**src/design/fsw_pkg.sv**
```systemverilog
// ----------------------------------------------------------------------------
// fsw_pkg: shared definitions of the windowed strict minimum detector
// Sizes, register indexes, state codes, the probe broadcast to the cells and
// the window saturation helper.
// ----------------------------------------------------------------------------
package fsw_pkg;

    localparam int unsigned MAX_BEFORE  = 7;
    localparam int unsigned MAX_AFTER   = 7;
    localparam int unsigned MAX_LENGTH  = 65536;
    localparam int unsigned SAMPLE_BITS = 30;

    // Number of cells in the history chain.
    localparam int unsigned DEPTH      = MAX_BEFORE + MAX_AFTER + 1;
    localparam int unsigned OFF_BITS   = $clog2(DEPTH);
    localparam int unsigned COUNT_BITS = $clog2(MAX_LENGTH + 1);
    localparam int unsigned POS_BITS   = 17;
    localparam int unsigned WIN_BITS   = 3;
    localparam int unsigned DATA_BITS  = 32;
    localparam int unsigned ADDR_BITS  = 3;

    typedef enum logic {
        REG_WINDOW_BEFORE = 1'b0,
        REG_WINDOW_AFTER  = 1'b1
    } t_reg_idx;

    typedef enum logic {
        ST_RUN   = 1'b0,
        ST_FLUSH = 1'b1
    } t_state;

    // Everything a cell needs to decide whether it defeats the candidate.
    typedef struct packed {
        logic [SAMPLE_BITS-1:0] cand;
        logic [OFF_BITS-1:0]    k;
        logic [OFF_BITS-1:0]    wa;
        logic [OFF_BITS-1:0]    wb;
        logic [OFF_BITS-1:0]    lim;
    } t_probe;

    // Clamp a window register to its maximum.
    function automatic logic [OFF_BITS-1:0] sat_win(input logic [WIN_BITS-1:0] w,
                                                    input int unsigned         m);
        logic [OFF_BITS-1:0] r;
        if (int'(w) > int'(m)) begin
            r = OFF_BITS'(m);
        end else begin
            r = OFF_BITS'(w);
        end
        return r;
    endfunction

endpackage

```
**src/design/fsw_apb_regs.sv**
```systemverilog
// ----------------------------------------------------------------------------
// fsw_apb_regs: configuration registers
// APB-style write and read decode of the two window registers.
// ----------------------------------------------------------------------------
module fsw_apb_regs
    import fsw_pkg::*;
(
    input  logic                 i_clk,
    input  logic                 i_rst_n,
    input  logic                 psel,
    input  logic                 penable,
    input  logic                 pwrite,
    input  logic [ADDR_BITS-1:0] paddr,
    input  logic [DATA_BITS-1:0] pwdata,
    output logic [DATA_BITS-1:0] prdata,
    output logic                 pready,
    output logic [WIN_BITS-1:0]  o_wb,
    output logic [WIN_BITS-1:0]  o_wa
);

    logic [WIN_BITS-1:0] r_wb;
    logic [WIN_BITS-1:0] r_wa;
    t_reg_idx            w_idx;
    logic                w_wr;

    assign w_idx  = t_reg_idx'(paddr[2]);
    assign w_wr   = psel && penable && pwrite;
    assign pready = 1'b1;

    always_ff @(posedge i_clk) begin
        if (!i_rst_n) begin
            r_wb <= '0;
            r_wa <= '0;
        end else if (w_wr) begin
            unique case (w_idx)
                REG_WINDOW_BEFORE: r_wb <= pwdata[WIN_BITS-1:0];
                REG_WINDOW_AFTER:  r_wa <= pwdata[WIN_BITS-1:0];
            endcase
        end
    end

    always_comb begin
        unique case (w_idx)
            REG_WINDOW_BEFORE: prdata = DATA_BITS'(r_wb);
            REG_WINDOW_AFTER:  prdata = DATA_BITS'(r_wa);
        endcase
    end

    assign o_wb = r_wb;
    assign o_wa = r_wa;

endmodule

```
**config.mk**
```make
export PLATFORM = sky130hd
export DESIGN_NAME = fsw_apb_regs
export DESIGN_NICKNAME = d
export VERILOG_FILES = /design/src/design/fsw_pkg.sv /design/src/design/fsw_apb_regs.sv
export SDC_FILE = /design/constraint.sdc
export NUM_CORES = 1
export LEC_CHECK = 0
export BUFFER_PORTS_ARGS = -buffer_cell sky130_fd_sc_hd__buf_2
export CORE_ASPECT_RATIO = 1.25
export CORE_MARGIN = 2
export CORE_UTILIZATION = 25
export CTS_BUF_LIST = sky130_fd_sc_hd__clkbuf_2 sky130_fd_sc_hd__clkbuf_4 sky130_fd_sc_hd__clkbuf_8
export CTS_CLUSTER_SIZE = 30
export DETAILED_ROUTE_END_ITERATION = 10
export PLACE_DENSITY = 0.67
export SLEW_MARGIN = 25
export SYNTH_ARGS = -nofsm -noshare
export SYNTH_HDL_FRONTEND = slang
export SYNTH_SLANG_ARGS = --single-unit
```
**constraint.sdc**
```tcl
create_clock -name i_clk -period 0.8 [get_ports i_clk]
set_input_delay 0 -clock i_clk [delete_from_list [all_inputs] [get_ports i_clk]]
set_output_delay 0 -clock i_clk [all_outputs]
set_load 0.05 [all_outputs]
```
After elaboration in Yosys (flattened, before gate mapping)
Index checks and enable logic that the tools add are counted.
- register bits: 6
- logic and storage cells: 8
- output and inout port bits: 39
- bits of input ports: 40
- bitwise operators: 1
- reductions and logical operators: 4
- mux-type cells: 1
- operators by type and width (cell ; count):
    one-hot mux 32 bit (2 select lines) ; 1
    AND reduction 2 bit ; 2
    logical AND 1 bit ; 2
    inverter 1 bit ; 1

Depth between registers and ports, before layout
- word-level depth: 3
- depth in mapped cells: 3
- depth with buffers taken out: 2

Least setup slack after synthesis
OpenSTA, ideal clock, no wires.
- kind: reg-to-output
- start point: register r_wa[0] (netlist: o_wa[0])
- end point: output port prdata[0]
- required time: 800 ps
- data arrival time: 1048 ps
- slack: -248 ps
- cell stages (with the launch flop): 2
- buffers on the path: 0
- path through: dfxtp_1 > mux2_2
- cells in the longest elaborated chain, start to end: 1
- RTL lines (item ; line ; text):
    start, declared ; fsw_apb_regs.sv:22 ; logic [WIN_BITS-1:0] r_wa;
    start signal, assigned ; fsw_apb_regs.sv:37 ; REG_WINDOW_AFTER: r_wa <= pwdata[WIN_BITS-1:0];
    one-hot mux 32 bit (2 select lines) ; fsw_apb_regs.sv:43 ; unique case (w_idx)
    end, declared ; fsw_apb_regs.sv:15 ; output logic [DATA_BITS-1:0] prdata,
No other way between the ends. The select of a mux whose other input is x is not followed.

Worst setup path after layout
Same ends and word-level chain as after synthesis.

==> impl_metrics.toml <==
[sta]
finalWorstSetupSlack_ns = -0.180
setup_viol = 9
rsz0062_at_grt = "true"
hold_viol = 0
fmax_mhz = 1020
period_share = 1.23
clock_skew_ns = 0
fin_hold_ws_ns = 0.0282
setup_tns_ns = -0.629
maxSlewViolCount = 0
timing.final.crit_period_ns = 0.980

[clock_network]
h-tree-depth = 1
clk_pin_slew_worst_paths_ns = 0.04
cts-root-buf = "clkbuf_4"
holdBufCountCts = 0
clock-sinks = 6
numCtsBuffers = 3
cts_tree = "done"
insertion_delay_ns = 0.24
clockBufferDepth = 2

[outcome]
violations = "negative setup slack"
outcome = "finished, violations left"

[layout]
utilization = 0.348
area_delta_synth_final_pct = 32.4
stdcell_count = 102
nNetsFinal = 124
finalInstanceArea_um2 = 691
drive_gt1_frac = 0.451
antenna_cells = 0

[synthesis]
syn_area_per_cell_um2 = 8.84
ys_types = 9
ys_warn_count = 0
synth-seq-cells = 6
yosysSeqAreaShare = 0.230
synth_largest_area_cell = "buf_4"
synthCells = 59
syn_area_um2 = 522
synthTopCellsByArea = "buf_4 43%, dfxtp_1 23%, mux2i_1 12%, nand2_1 6.5%, mux2_2 6.5%"
yosysTopAreaCellShare = 0.432

[detailed_routing]
drcViolationCount = 0
wirelength_um = 924
wl_per_cell_um = 9.06
wl_met3_um = 107
final_antenna_net_count = 0
met1_length_um = 281
top_layer_used = "met4"
vias = 372
firstDrtPassIters = 1
drtIter0Drc = 0
routed-wl-met2_um = 520
vias_per_cell = 3.65

[global_route]
antenna_found_initial = 0
grt_max_degree = 10
grtUsageTotal = 0.0757
overflow = 0
first_global_vias = 348
grt_pass1_wl_mm = 1.29

[worst_hold_path]
hold_path_startpoint = "pwdata[1]"
min_path_type = "input port to flip-flop"
hold_end = "o_wa[1]"
whs_path_depth = 3

[worst_setup_path]
slowest_stage = "dfxtp_2"
rr_endpoint = "o_wb[0]"
crit_chain = "mux2_4 > buf_8"
critPathKind = "flip-flop to primary output"
r2r_setup_slack_ns = 0.11
slowest_delay_ns = 0.32
r2r_cells = 3
crit_fanout = 2
r2r-start = "o_wb[0]"
arrival_ns = 0.98
crit_path_start_kind = "flip-flop"
worst_setup_path_end_kind = "primary output"
cp.required_ns = 0.80

[die]
pin_count = 79
rows = 18
coreArea_um2 = 1980
die_y_um = 55.1
start_util = 0.263
dieArea_um2 = 2470
die_w_um = 44.9

[power]
p_leak_nw = 0.404
p_total_mw = 1.04
peakVddDrop_mv = 0.414
power.density_nw_per_um2 = 1510

[placement]
dp_hpwl_um = 748
port_buffers = 17
place_ws_ns = 0.0289
dpl.cell_count = 93
place_area_um2 = 526
finalWeightedCongestion = 0.545

[job]
maxCapViolations = 0
-- routing by layer --
layer  vias up  GRT usage
met3         2     0.0325
li1        174          -
met2        30      0.147
met5         -          0
met4         0     0.0441
met1       166     0.0623
-- critical path, delay by kind of cell (launching register included) --
family	cells	cell delay (ns)
mux	1	0.26
buf+inv	1	0.15
flops	1	0.32
-- Yosys cell counts --
master,count
buf_4,30
clkbuf_2,1
conb_1,2
dfxtp_1,6
mux2_2,3
mux2i_1,6
nand2_1,9
nand4_2,1
nand4b_4,1
-- cell usage in the layout (no fill, tap or decap) --
| cell type | netlist | final |
|---|---|---|
| mux2_4 | 0 | 3 |
| buf_2 | 0 | 8 |
| mux2i_1 | 6 | 6 |
| dfxtp_2 | 0 | 6 |
| buf_8 | 0 | 7 |
| buf_4 | 30 | 2 |
| clkbuf_4 | 0 | 3 |
| buf_6 | 0 | 6 |
| nand4b_4 | 1 | 1 |
| conb_1 | 2 | 30 |
| nand4_2 | 1 | 1 |
| nand2_1 | 9 | 9 |
-- sequential cells by signal, summed over array words and instances (netlist names) --
signal  count
o_wb        3
o_wa        3
-- cell families after synthesis --
group,synth area share
buf+inv,0.441
flops,0.230
other cells,0.0144
mux,0.180
simple gates,0.134
-- repair_timing --
item                       in CTS  in global routing
gates resized for setup        27                  4
setup endpoints to repair       9                  9
buffers inserted                6                  2
-- cell type report --
class                   count  area [um2]
fillers                   207        1290
multi-input cells          50         288
repair buffers             23         228
flip-flops and latches      6         128
well taps                  20        25.0
clock buffers               3        22.5
-- how the worst max path moves through the flow --
stage          startpoint  depth (start not counted)         to
2_1_floorplan     o_wb[0]                          1  prdata[0]
3_3_place_gp      o_wb[1]                          2  prdata[1]
3_5_place_dp      o_wb[2]                          2  prdata[2]
4_1_cts           o_wb[1]                          2  prdata[1]
5_1_grt           o_wa[1]                          2  prdata[1]
6_report          o_wa[0]                          2  prdata[0]
-- power breakdown --
group	internal (mW)	switching, mW	total, mW
Combinational	0.0693	0.388	0.457
Clock	0.169	0.105	0.274
Sequential	0.308	0.00420	0.312
Total	0.547	0.496	1.04
(Power assumes the default switching activity.)
