[src/design/fsw_pkg.sv]
// ----------------------------------------------------------------------------
// fsw_pkg: shared definitions of the windowed strict minimum detector
// Sizes, register indexes, state codes, the probe broadcast to the cells and
// the window saturation helper.
// ----------------------------------------------------------------------------
package fsw_pkg;

    localparam int unsigned MAX_BEFORE  = 7;
    localparam int unsigned MAX_AFTER   = 7;
    localparam int unsigned MAX_LENGTH  = 65536;
    localparam int unsigned SAMPLE_BITS = 30;

    // Number of cells in the history chain.
    localparam int unsigned DEPTH      = MAX_BEFORE + MAX_AFTER + 1;
    localparam int unsigned OFF_BITS   = $clog2(DEPTH);
    localparam int unsigned COUNT_BITS = $clog2(MAX_LENGTH + 1);
    localparam int unsigned POS_BITS   = 17;
    localparam int unsigned WIN_BITS   = 3;
    localparam int unsigned DATA_BITS  = 32;
    localparam int unsigned ADDR_BITS  = 3;

    typedef enum logic {
        REG_WINDOW_BEFORE = 1'b0,
        REG_WINDOW_AFTER  = 1'b1
    } t_reg_idx;

    typedef enum logic {
        ST_RUN   = 1'b0,
        ST_FLUSH = 1'b1
    } t_state;

    // Everything a cell needs to decide whether it defeats the candidate.
    typedef struct packed {
        logic [SAMPLE_BITS-1:0] cand;
        logic [OFF_BITS-1:0]    k;
        logic [OFF_BITS-1:0]    wa;
        logic [OFF_BITS-1:0]    wb;
        logic [OFF_BITS-1:0]    lim;
    } t_probe;

    // Clamp a window register to its maximum.
    function automatic logic [OFF_BITS-1:0] sat_win(input logic [WIN_BITS-1:0] w,
                                                    input int unsigned         m);
        logic [OFF_BITS-1:0] r;
        if (int'(w) > int'(m)) begin
            r = OFF_BITS'(m);
        end else begin
            r = OFF_BITS'(w);
        end
        return r;
    endfunction

endpackage

[src/design/fsw_cell.sv]
// ----------------------------------------------------------------------------
// fsw_cell: one history cell
// Holds one sample, passes it on to the next cell on a shift, and flags
// whether it lies in the candidate's windows and is not beaten by it.
// ----------------------------------------------------------------------------
module fsw_cell
    import fsw_pkg::*;
(
    input  logic                   i_clk,
    input  logic                   i_shift,
    input  logic [OFF_BITS-1:0]    i_idx,
    input  logic [SAMPLE_BITS-1:0] i_data,
    input  t_probe                 i_probe,
    output logic [SAMPLE_BITS-1:0] o_data,
    output logic                   o_fail
);

    logic [SAMPLE_BITS-1:0] r_data;
    logic [OFF_BITS:0]      w_hi;
    logic                   w_later_ok;
    logic                   w_in_win;

    always_ff @(posedge i_clk) begin
        if (i_shift) begin
            r_data <= i_data;
        end
    end

    // Cells below the candidate hold later samples, cells above earlier ones.
    assign w_hi       = {1'b0, i_probe.k} + {1'b0, i_probe.wb};
    assign w_later_ok = (i_idx >= i_probe.k) || ((i_probe.k - i_idx) <= i_probe.wa);
    assign w_in_win   = (i_idx != i_probe.k) && w_later_ok
                        && ({1'b0, i_idx} <= w_hi) && (i_idx < i_probe.lim);
    assign o_fail     = w_in_win && (r_data <= i_probe.cand);
    assign o_data     = r_data;

endmodule

[config.mk]
export PLATFORM = sky130hd
export DESIGN_NAME = fsw_cell
export DESIGN_NICKNAME = d
export VERILOG_FILES = /design/src/design/fsw_pkg.sv /design/src/design/fsw_cell.sv
export SDC_FILE = /design/constraint.sdc
export NUM_CORES = 1
export LEC_CHECK = 0
export BUFFER_PORTS_ARGS = -buffer_cell sky130_fd_sc_hd__buf_4
export CORE_MARGIN = 2
export CORE_UTILIZATION = 47
export CTS_BUF_LIST = sky130_fd_sc_hd__clkbuf_8
export DETAILED_ROUTE_END_ITERATION = 7
export PLACE_DENSITY = 0.84
export SLEW_MARGIN = 0
export SYNTH_ARGS = -nofsm -noshare
export SYNTH_HDL_FRONTEND = slang
export SYNTH_SLANG_ARGS = --single-unit
[constraint.sdc]
create_clock -name i_clk -period 2.95 [get_ports i_clk]
set_input_delay 0.4425 -clock i_clk [delete_from_list [all_inputs] [get_ports i_clk]]
set_output_delay 0.4425 -clock i_clk [all_outputs]
set_load 0.02 [all_outputs]
# Yosys cells after proc, flatten, opt, wreduce, memory -nomap -nowiden
# Cells that the tools add are included.
# totals
register_bits	30
latchBits	0
ram_bits	0
rom_bits	0
inputBits	82
out_inout_bits	31
elab_cells	14
mem_count	0
# op_classes
add_sub_neg	2
n_mul	0
n_div	0
order_cmp	5
n_eq_ne	1
shifts	0
mux	0
bitwise_logic	0
n_reduce_logical	5
# ops
operator	count
30-bit less-or-equal comparator	1
4-bit by 4-bit adder with 5-bit output	1
4-bit by 5-bit less-or-equal comparator with 1-bit output	1
4-bit greater-or-equal comparator	1
4-bit less-or-equal comparator	1
1-bit logical AND	4
4-bit < comparator	1
4-bit != test	1
4-bit subtractor	1
1-bit logical OR	1

# Logic depth before layout (Yosys ltp)
# Gate-level depths: netlist (run 1).
# logic_depth
word_depth	7
mapped_depth	11
depth_no_buf	11

# Least setup slack after synthesis (run 1)
# No wires, ideal clock.
# synth_timing
kind	input -> output
startpoint	input i_probe[12] in the netlist's numbering
endpoint	output o_fail
t_arrival_ps	2271
required_time_ps	2508
path_slack_ps	236
cell_stages	11
n_path_buf	0
cell_sequence	inv_1 -> ha_1 -> inv_1 -> fa_1 -> ha_1 -> nor2b_1 -> o21ai_0 -> nand2b_1 -> a21oi_1 -> o21ai_0 -> a221oi_2
# synth_between
elab_chain_len	7
elab_cells_between_ends	11
cone_classes	add/sub: 2; order compare: 3; eq/ne: 1; reduce/logical: 5
# synth_rtl
element	line_no	text
start: declaration	fsw_cell.sv:13	input t_probe i_probe,
4-bit subtractor	fsw_cell.sv:31	assign w_later_ok = (i_idx >= i_probe.k) || ((i_probe.k - i_idx) <= i_probe.wa);
4-bit less-or-equal comparator	fsw_cell.sv:31	
1-bit logical OR	fsw_cell.sv:31	
1-bit logical AND	fsw_cell.sv:32	assign w_in_win = (i_idx != i_probe.k) && w_later_ok
1-bit logical AND (*) (2 in a row)	fsw_cell.sv:33	&& ({1'b0, i_idx} <= w_hi) && (i_idx < i_probe.lim);
1-bit logical AND (*)	fsw_cell.sv:34	assign o_fail = w_in_win && (r_data <= i_probe.cand);
end: declaration	fsw_cell.sv:15	output logic o_fail
# Mark *: on every way between the ends. The rest lies on a longest branch, timed or not.

# Worst setup path after layout (run 1)
# Ends and elaborated chain as after synthesis.

==> summary.md, run 1 <==
| Metric | Value |
|---|---|
| Status | `complete, no violations` |
| Filler cells | `368` |
| DRC violations left | `0` |
| Worst-margin pin slew | `386 ps` |
| Post-synthesis sequential area ratio | `40.6%` |
| Antenna viol nets, final | `0` |
| EDFF count, synth | `30` |
| Initial core utilization | `47.9%` |
| Final setup fails | `0` |
| Fraction of layout cells with a size suffix above 1 | `42.5%` |
| VDD IR max | `0.171 mV` |
| Top post-synthesis cells by area | `edfxtp_1 41%, ha_1 28%, inv_1 7.8%, a21oi_1 3.8%, o21ai_0 2.0%` |
| GRT Total Usage | `20.7%` |
| Main flop type after synthesis | `edfxtp_1` |
| Setup TNS | `0 ps` |
| Post-detailed-route wirelength per cell | `14.2 um` |
| Yosys cell types | `29` |
| Yosys Warn Count | `0` |
| Syn_nets | `338` |
| Data required, critical path | `2510 ps` |
| Core Rows | `25` |
| Final Instance Count excl. Fillers | `381` |
| Total grt overflow | `0` |
| # IOs | `113` |
| First-iteration detailed-routing DRC count | `69` |
| Hold EP | `o_data[0]` |
| Fin. max-slew vios | `0` |
| Max Cap Violations | `0` |
| P per Cell Area | `386 nW/um^2` |
| Post-Syn Area | `2220 um^2` |
| Crit share post-route | `98.5%` |
| Core Util, Final | `71.6%` |
| Syn Inst Count | `205` |
| Post-DP Area | `3140 um^2` |
| Slew HR | `74.3%` |
| Cells after DPL | `372` |
| Full die area | `5290 um^2` |
| Worst Setup Start Kind | `primary input` |
| Share of flip-flops with an asynchronous set or reset | `0%` |
| RSZ-0062 raised after global routing | `yes` |
| Via Count | `1,943` |
| Critical Path AT | `2460 ps` |
| Pin count of the biggest net entering global routing | `31` |
| Max frequency | `344 MHz` |
| Drt pass-1 iters | `4` |
| Worst setup EP type | `output port` |
| Syn Area/Cell | `10.8 um^2` |
| Final setup margin | `45.5 ps` |
| Routability cong. | `0.807` |
| Max reg flops | `30` |
| WL final | `5400 um` |
| CORE AREA | `4630 um^2` |
| Final #Nets | `459` |
| Port Buffers | `112` |
| DR vias/cell | `5.10` |
| Worst Hold Launch | `i_data[0]` |
| HPWL after DPL | `4520 um` |
| Clk sinks | `30` |
| Vias in the first global route | `2,000` |
| Hold-fix buffers at CTS | `0` |
| Final Hold Vio Count | `0` |
| Clock buffer depth | `2` |
| Root buf cell | `clkbuf_8` |
| Min-delay worst type | `in -> reg` |
| Hold depth | `1` |
| Top cell type's share of synthesized area | `40.6%` |
| Syn-to-layout area delta | `49.3%` |
| Design area | `3310 um^2` |
| TritonCTS Buffers | `5` |
| Initial antenna violation count | `0` |
| Synth area leader | `edfxtp_1` |
| Final min period | `2900 ps` |
| Crit Path Max Fanout | `2` |
| Antenna diode count | `0` |
| Clock transition at the registers of the reported paths | `60 ps` |
| First-pass GRT wire length | `8490 um` |
| P_leak | `1.70 nW` |
| Clock tree from TritonCTS | `built` |
| Vert. Die Dim | `72.7 um` |
| Critical path class | `in -> out` |
| Dpl ws | `-37.8 ps` |
| DIE WIDTH | `72.7 um` |
| Synthesis-stage register bit count | `30` |
| H-tree levels | `2` |
-- cells by family after synthesis --
family | synth area share [%]
compound gates | 12.2
xor+xnor | 1.58
fa+ha+maj | 29.4
buf+inv | 7.78
flops | 40.6
simple gates | 8.40
-- layer usage --
| metal | vias up | track usage (%) | share of wire [%] |
|---|---|---|---|
| met1 | 872 | 22.7 | 38 |
| li1 | 970 | - | - |
| met4 | 0 | 10.5 | 2.8 |
| met5 | - | 0 | 0 |
| met2 | 86 | 37.7 | 52 |
| met3 | 15 | 4.01 | 7.1 |
-- cells in the mapped netlist, drive strengths merged, types with 3 or more instances --
cell and count:
a211oi 3, nand3 3, nor2 3, edfxtp 30, a21oi 17, nand4 4
a21o 5, nor2b 4, xor2 3, nand2 10, ha 49, inv 46
o21ai 12
-- final cells by class --
type / count / area [um^2] / share of cell area, %
tap: 54 / 67.6 / 2.04
clock inverter: 3 / 12.5 / 0.378
clock buffer: 5 / 68.8 / 2.08
multi-input combinational: 129 / 1220 / 36.9
sequential: 30 / 901 / 27.2
inverter: 46 / 178 / 5.36
timing repair buffer: 114 / 863 / 26.0
-- worst max path at each step --
stage | startpoint | endpoint | cells after the start
after floorplan | i_probe[12] | o_fail | 11
after detailed placement | i_idx[0] | o_fail | 12
after CTS | i_idx[0] | o_fail | 12
after global routing | i_probe[12] | o_fail | 13
final | i_probe[12] | o_fail | 13
after global placement | i_probe[5] | o_fail | 12
-- worst max-delay path, stage by stage --
cell and delay, ps:
buf_6 100, inv_4 50, ha_4 130, inv_4 30
fa_1 570, ha_4 220, nor2b_4 120, o21ai_1 130
nand2b_1 70, a21oi_1 120, o21ai_1 100, a221oi_2 190
buf_4 190
-- stage by stage --
| stage | hold slack [ps] | total power [mW] |
|---|---|---|
| 2_1_floorplan | 541 | 0.759 |
| 3_3_place_gp | 620 | 0.940 |
| 3_5_place_dp | 622 | 0.958 |
| 4_1_cts | 335 | 1.26 |
| 5_1_grt | 330 | 1.36 |
| 6_report | 342 | 1.28 |
-- power by group --
part	total [mW]	internal (mW)	switching [mW]
clock network	0.299	0.158	0.141
logic	0.453	0.231	0.222
registers	0.527	0.508	0.0190
-- layout by cell type, fill, tap and decap left out, types with 3 or more instances in the layout --
cell type  synthesis  final
nand4_1            4      4
clkbuf_8           0      5
o21ai_1            2      6
nor2_1             3      3
nand3_1            3      3
a21o_1             5      5
buf_4              0    112
edfxtp_1          30     30
o21ai_0            9      5
nor2b_1            4      3
ha_4               0      4
inv_1             46     45
a21oi_1           17     13
a21oi_2            0      4
nand2_1            9      9
xor2_1             3      3
ha_1              49     44
a211oi_1           3      3
-- timing repair --
| item | CTS | global route |
|---|---|---|
| endpoints found under the setup margin | 1 | 1 |
| buffers inserted | 0 | 1 |
| pin swaps | 1 | 12 |
| resized for setup | 2 | 21 |
(Power assumes the default switching activity.)
==> inputs of run 2 (changes only) <==
--- a/config.mk
+++ b/config.mk
@@ -6,11 +6,13 @@
 export NUM_CORES = 1
 export LEC_CHECK = 0
 export BUFFER_PORTS_ARGS = -buffer_cell sky130_fd_sc_hd__buf_4
+export CELL_PAD_IN_SITES_DETAIL_PLACEMENT = 0
+export CELL_PAD_IN_SITES_GLOBAL_PLACEMENT = 2
 export CORE_MARGIN = 2
-export CORE_UTILIZATION = 47
+export CORE_UTILIZATION = 27
 export CTS_BUF_LIST = sky130_fd_sc_hd__clkbuf_8
 export DETAILED_ROUTE_END_ITERATION = 7
-export PLACE_DENSITY = 0.84
+export PLACE_DENSITY = 0.83
 export SLEW_MARGIN = 0
 export SYNTH_ARGS = -nofsm -noshare
 export SYNTH_HDL_FRONTEND = slang
==> run 2 against run 1 <==
Against the previous run:
- routed wire length grew 5.3%
- die area is 69% higher
- critical path depth did not move
- first-iteration DRC count down 78%
- critical endpoint unchanged
- sequential power about the same
- flip-flop and latch count unchanged
==> summary.md, run 2 (synthesized netlist as in run 1, its figures left out) <==
| Metric | Value |
|---|---|
| Core Rows | `33 (+32%)` |
| Syn-to-layout area delta | `53.3%` |
| First-pass GRT wire length | `8270 um (-2.7%)` |
| Filler cells | `807 (+120%)` |
| Setup TNS | `0 ps (unchanged)` |
| Status | `complete, no violations` |
| Top routing layer used | `met4` |
| Final setup fails | `0 (unchanged)` |
| Vias in the first global route | `1,789 (-11%)` |
| DRC violations left | `0 (unchanged)` |
| Slowest stage delay, CP | `460 ps (-110 ps)` |
| Worst hold slack | `331 ps (-11.3 ps)` |
| CP max stage cell | `fa_1` |
| Routed length on met1 | `2480 um (+21%)` |
| Max reg flops | `30 (unchanged)` |
| Register area | `901 um^2 (unchanged)` |
| GRT Total Usage | `12.1% (-8.6 points)` |
| Initial antenna violation count | `0 (unchanged)` |
| Critical Path AT | `2460 ps (about the same)` |
| Crit-path leading delay family | `adder cells` |
| Dpl ws | `-105 ps (-67.3 ps)` |
| Worst path bufs/invs | `4 (unchanged)` |
| Initial core utilization | `27.4% (-21 points)` |
| Clock power share | `29.9% (+6.5 points)` |
| Pin count of the biggest net entering global routing | `31 (unchanged)` |
| Min-delay worst type | `in -> reg` |
| Antenna viol nets, final | `0 (unchanged)` |
| WL final | `5690 um (+5.3%)` |
| P_leak | `1.72 nW (+1.2%)` |
| Design area | `3400 um^2 (+2.7%)` |
| Worst setup EP type | `output port` |
| Switch share | `29.2% (-0.67 points)` |
| Slew HR | `72.0% (-2.2 points)` |
| Sequential power share | `37.8% (-3.4 points)` |
| Pwr Total | `1.39 mW (+9.0%)` |
| First-iteration detailed-routing DRC count | `15 (-78%)` |
| Data required, critical path | `2510 ps (about the same)` |
| Via Count | `1,869 (-3.8%)` |
| HPWL after DPL | `4750 um (+5.2%)` |
| Port Buffers | `112 (unchanged)` |
| # IOs | `113 (unchanged)` |
| Crit Path Max Fanout | `2 (unchanged)` |
| Footprint of the multi-input gates | `1210 um^2 (-1.0%)` |
| Worst-margin pin slew | `419 ps (+33.6 ps)` |
| Metal3 WL | `555 um (+46%)` |
| Most common cell after layout, fill and taps aside | `buf_4` |
| Highest-count cells in the layout ignoring fill and taps | `114 x buf_4, 45 x ha_1, 44 x inv_1` |
| Post-detailed-route wirelength per cell | `13.1 um (-7.5%)` |
| Root buf cell | `clkbuf_8` |
| Crit share post-route | `98.4% (about the same)` |
| CP Cell Sequence | `buf_4, inv_2, ha_4, inv_2, fa_1, ha_1, nor2b_4, o21ai_2, nand2b_1, a21oi_1, o21ai_1, a221oi_2, buf_4` |
| Combinational share of power | `32.2% (-3.2 points)` |
| VDD IR max | `0.148 mV (-14%)` |
| Final Instance Count excl. Fillers | `434 (+14%)` |
| RSZ-0062 raised after global routing | `yes` |
| Drt pass-1 iters | `4 (unchanged)` |
| Post-DP Area | `3210 um^2 (+2.3%)` |
| Fin. max-slew vios | `0 (unchanged)` |
| Clk sinks | `30 (unchanged)` |
| Clock tree from TritonCTS | `built` |
| TritonCTS Buffers | `5 (unchanged)` |
| Max frequency | `344 MHz (about the same)` |
| Vert. Die Dim | `94.7 um (+30%)` |
| Final setup margin | `46.0 ps (+0.458 ps)` |
| NetSw | `0.407 mW (+6.5%)` |
| Final #Nets | `461 (+0.44%)` |
| P per Cell Area | `410 nW/um^2 (+6.1%)` |
| Cells after DPL | `424 (+14%)` |
| H-tree levels | `2 (unchanged)` |
| Clock transition at the registers of the reported paths | `80 ps (+20 ps)` |
| Critical path class | `in -> out` |
| Total grt overflow | `0 (unchanged)` |
| CORE AREA | `8090 um^2 (+75%)` |
| Clock buffer depth | `2 (unchanged)` |
| Max Cap Violations | `0 (unchanged)` |
| Final min period | `2900 ps (-0.458 ps)` |
| Routability cong. | `0.781 (-3.2%)` |
| Fraction of layout cells with a size suffix above 1 | `43.2% (+0.65 points)` |
| Final Hold Vio Count | `0 (unchanged)` |
| Met2 wire len | `2600 um (-7.7%)` |
| Full die area | `8960 um^2 (+69%)` |
| DR vias/cell | `4.31 (-16%)` |
| DIE WIDTH | `94.7 um (+30%)` |
| Core Util, Final | `42.1% (-30 points)` |
| Internal Pwr Total | `0.988 mW (+10%)` |
| Worst Setup Start Kind | `primary input` |
| Antenna diode count | `0 (unchanged)` |
## run 2: cell types whose count changed in the layout (fill, tap and decap cells not counted), sizes merged
| cell | before | now |
|---|---|---|
| inv | 47 | 46 |
| bufinv | 0 | 1 |
| buf | 114 | 116 |
## run 2: per-layer routing
layer | vias up | GRT usage (%)
met5 | - | 0
met4 | 0 | 3.62
met3 | 4 | 4.23
met2 | 79 | 19.9
met1 | 814 | 15.1
li1 | 972 | -
## run 2: final cells by class
| class | instances | share of cell area, % |
|---|---|---|
| Tap cell | 105 | 3.86 |
| Inverter | 46 | 5.07 |
| Multi-Input combinational cell | 129 | 35.6 |
| Timing Repair Buffer | 116 | 25.8 |
| Clock buffer | 5 | 2.02 |
| Sequential cell | 30 | 26.5 |
| Clock inverter | 3 | 1.18 |
## run 2: power groups by stage
| stage | logic, mW | clock network (mW) | registers, mW |
|---|---|---|---|
| floorplan | 0.183 | 0 | 0.576 |
| global placement | 0.421 | 0 | 0.536 |
| detailed placement | 0.423 | 0 | 0.538 |
| CTS | 0.428 | 0.442 | 0.528 |
| global route | 0.502 | 0.454 | 0.532 |
| finish | 0.450 | 0.418 | 0.527 |
## run 2: timing repair
action,in CTS,in global routing
gates resized for setup,4,15
buffers inserted,0,2
pin swaps,6,11
hold buffers,0,0
setup endpoints to repair,1,1
## run 2: path summary, 6_finish.rpt
| kind | start | cells past startpoint | to | slack, ps |
|---|---|---|---|---|
| worst min-delay path | i_data[19] | 1 | o_data[19] | 330 |
| worst max-delay path | i_probe[12] | 13 | o_fail | 50 |
==> inputs of run 3 (changes only) <==
--- a/config.mk
+++ b/config.mk
@@ -8,7 +8,6 @@
 export BUFFER_PORTS_ARGS = -buffer_cell sky130_fd_sc_hd__buf_4
 export CELL_PAD_IN_SITES_DETAIL_PLACEMENT = 0
 export CELL_PAD_IN_SITES_GLOBAL_PLACEMENT = 2
-export CORE_MARGIN = 2
 export CORE_UTILIZATION = 27
 export CTS_BUF_LIST = sky130_fd_sc_hd__clkbuf_8
 export DETAILED_ROUTE_END_ITERATION = 7
==> run 3 against run 2 <==
Against the previous run:
- routed wire length shrank 2.7%
- sequential power about the same
- critical endpoint unchanged
- critical path type unchanged
- utilization up 1.9 points
- non-clock buffer count shrank 3
- sequential share of layout area down 0.33 points
- die area decreased by 4.2%
- largest cell class unchanged
- combinational power up 0.9%
- via count up 0.27%
==> summary.md, run 3 (synthesized netlist as in run 1, its figures left out) <==
| Metric | Value |
|---|---|
| Status | `complete, no violations` |
| Final min period | `2870 ps (-36.1 ps)` |
| GRT Total Usage | `12.7% (+0.54 points)` |
| Crit share post-route | `97.2% (-1.2 points)` |
| Final setup margin | `82.0 ps (+36.1 ps)` |
| HPWL after DPL | `4630 um (-2.5%)` |
| Final Hold Vio Count | `0 (unchanged)` |
| H-tree levels | `2 (unchanged)` |
| Max reg flops | `30 (unchanged)` |
| Min-delay worst type | `in -> reg` |
| Root buf cell | `clkbuf_8` |
| Max frequency | `349 MHz (+1.3%)` |
| Metal3 WL | `476 um (-14%)` |
| Post-detailed-route wirelength per cell | `12.9 um (-1.3%)` |
| Highest-count cells in the layout ignoring fill and taps | `110 x buf_4, 44 x inv_1, 43 x ha_1` |
| DR vias/cell | `4.38 (+1.7%)` |
| Met2 wire len | `2560 um (-1.6%)` |
| Final setup fails | `0 (unchanged)` |
| Clock buffer depth | `2 (unchanged)` |
| Port Buffers | `112 (unchanged)` |
| # IOs | `113 (unchanged)` |
| Worst Setup Start Kind | `primary input` |
| TritonCTS Buffers | `5 (unchanged)` |
| Origin of the worst setup path | `i_probe[5]` |
| Slew HR | `72.1% (about the same)` |
| Fraction of layout cells with a size suffix above 1 | `43.3% (+0.090 points)` |
| RSZ-0062 raised after global routing | `yes` |
| First-iteration detailed-routing DRC count | `20 (+5)` |
| Most common cell after layout, fill and taps aside | `buf_4` |
| Initial antenna violation count | `0 (unchanged)` |
| Routed length on met1 | `2420 um (-2.2%)` |
| Drt pass-1 iters | `4 (unchanged)` |
| Core Util, Final | `43.9% (+1.9 points)` |
| Pin count of the biggest net entering global routing | `31 (unchanged)` |
| DIE WIDTH | `92.7 um (-2.1%)` |
| Worst-margin pin slew | `419 ps (-0.729 ps)` |
| Max Cap Violations | `0 (unchanged)` |
| VDD IR max | `0.188 mV (+27%)` |
| Design area | `3450 um^2 (+1.2%)` |
| Worst setup EP type | `output port` |
| Full die area | `8590 um^2 (-4.2%)` |
| P_leak | `1.72 nW (-0.14%)` |
| Total grt overflow | `0 (unchanged)` |
| Initial core utilization | `28.3% (+0.86 points)` |
| CORE AREA | `7850 um^2 (-3.0%)` |
| Vias in the first global route | `1,864 (+4.2%)` |
| Critical path class | `in -> out` |
| Core Rows | `32 (-3.0%)` |
| Critical Path AT | `2430 ps (-30 ps)` |
| P per Cell Area | `429 nW/um^2 (+4.7%)` |
| Dpl ws | `-131 ps (-26.2 ps)` |
| DRC violations left | `0 (unchanged)` |
| Pwr Total | `1.48 mW (+6.0%)` |
| Routability cong. | `0.806 (+3.2%)` |
| Final #Nets | `458 (-0.65%)` |
| Syn-to-layout area delta | `55.2%` |
| Via Count | `1,874 (+0.27%)` |
| Crit path capture | `o_fail` |
| Antenna viol nets, final | `0 (unchanged)` |
| Post-DP Area | `3200 um^2 (-0.35%)` |
| Crit Path Max Fanout | `3 (+1)` |
| Antenna diode count | `0 (unchanged)` |
| Clk sinks | `30 (unchanged)` |
| Clock tree from TritonCTS | `built` |
| WL final | `5530 um (-2.7%)` |
| Clock transition at the registers of the reported paths | `70 ps (about the same)` |
| Top routing layer used | `met4` |
| Vert. Die Dim | `92.7 um (-2.1%)` |
| First-pass GRT wire length | `8300 um (+0.41%)` |
| Fin. max-slew vios | `0 (unchanged)` |
| Data required, critical path | `2510 ps (about the same)` |
## run 3: worst min path at each step
stage               startpoint          to  slack [ps]  cells past startpoint
floorplan            i_data[0]   o_data[0]         540                      0
global placement     i_data[9]   o_data[9]         620                      1
detailed placement  i_data[16]  o_data[16]         620                      1
CTS                  i_data[0]   o_data[0]         320                      1
global route         i_data[0]   o_data[0]         310                      1
finish               i_data[0]   o_data[0]         330                      1
## run 3: repair_timing
item	4_1_cts	5_1_grt
pin swaps	3	14
resized for setup	5	20
setup buffers	0	0
hold buffers	0	0
endpoints found under the setup margin	1	1
## run 3: per-stage QoR
step	setup TNS (ps)	std cells	hold slack, ps
finish	0	428	329
global route	-34.2	428	311
CTS	0	428	315
detailed placement	-131	420	622
global placement	-42.4	420	621
floorplan	0	205	541
## run 3: final cells by class
class / instances / area (um^2)
Multi-Input combinational cell: 129 / 1250
Fill cell: 795 / 4400
Timing Repair Buffer: 113 / 860
Inverter: 46 / 175
Sequential cell: 30 / 901
Clock buffer: 5 / 68.8
Clock inverter: 3 / 63.8
Tap cell: 102 / 128
## run 3: power breakdown
| part | leakage [nW] | internal, mW | switching (mW) |
|---|---|---|---|
| Combinational | 1.36 | 0.232 | 0.222 |
| Sequential | 0.294 | 0.508 | 0.0193 |
| Clock | 0.0658 | 0.334 | 0.163 |
| Total | 1.72 | 1.07 | 0.404 |
## run 3: layer usage
| layer | vias to the layer above | GRT usage [%] |
|---|---|---|
| met5 | - | 0 |
| met4 | 0 | 4.62 |
| met3 | 8 | 3.78 |
| met2 | 77 | 21.3 |
| met1 | 822 | 15.3 |
| li1 | 967 | - |
## run 3: worst max-delay path, cell delays in order
cell and delay [ps]:
buf_6 100, ha_4 220, a21o_1 150, a21oi_2 130
xor2_1 170, ha_1 280, a21oi_2 150, o21ai_1 80
a31oi_1 240, o21ai_2 100, a221oi_2 170, buf_4 180
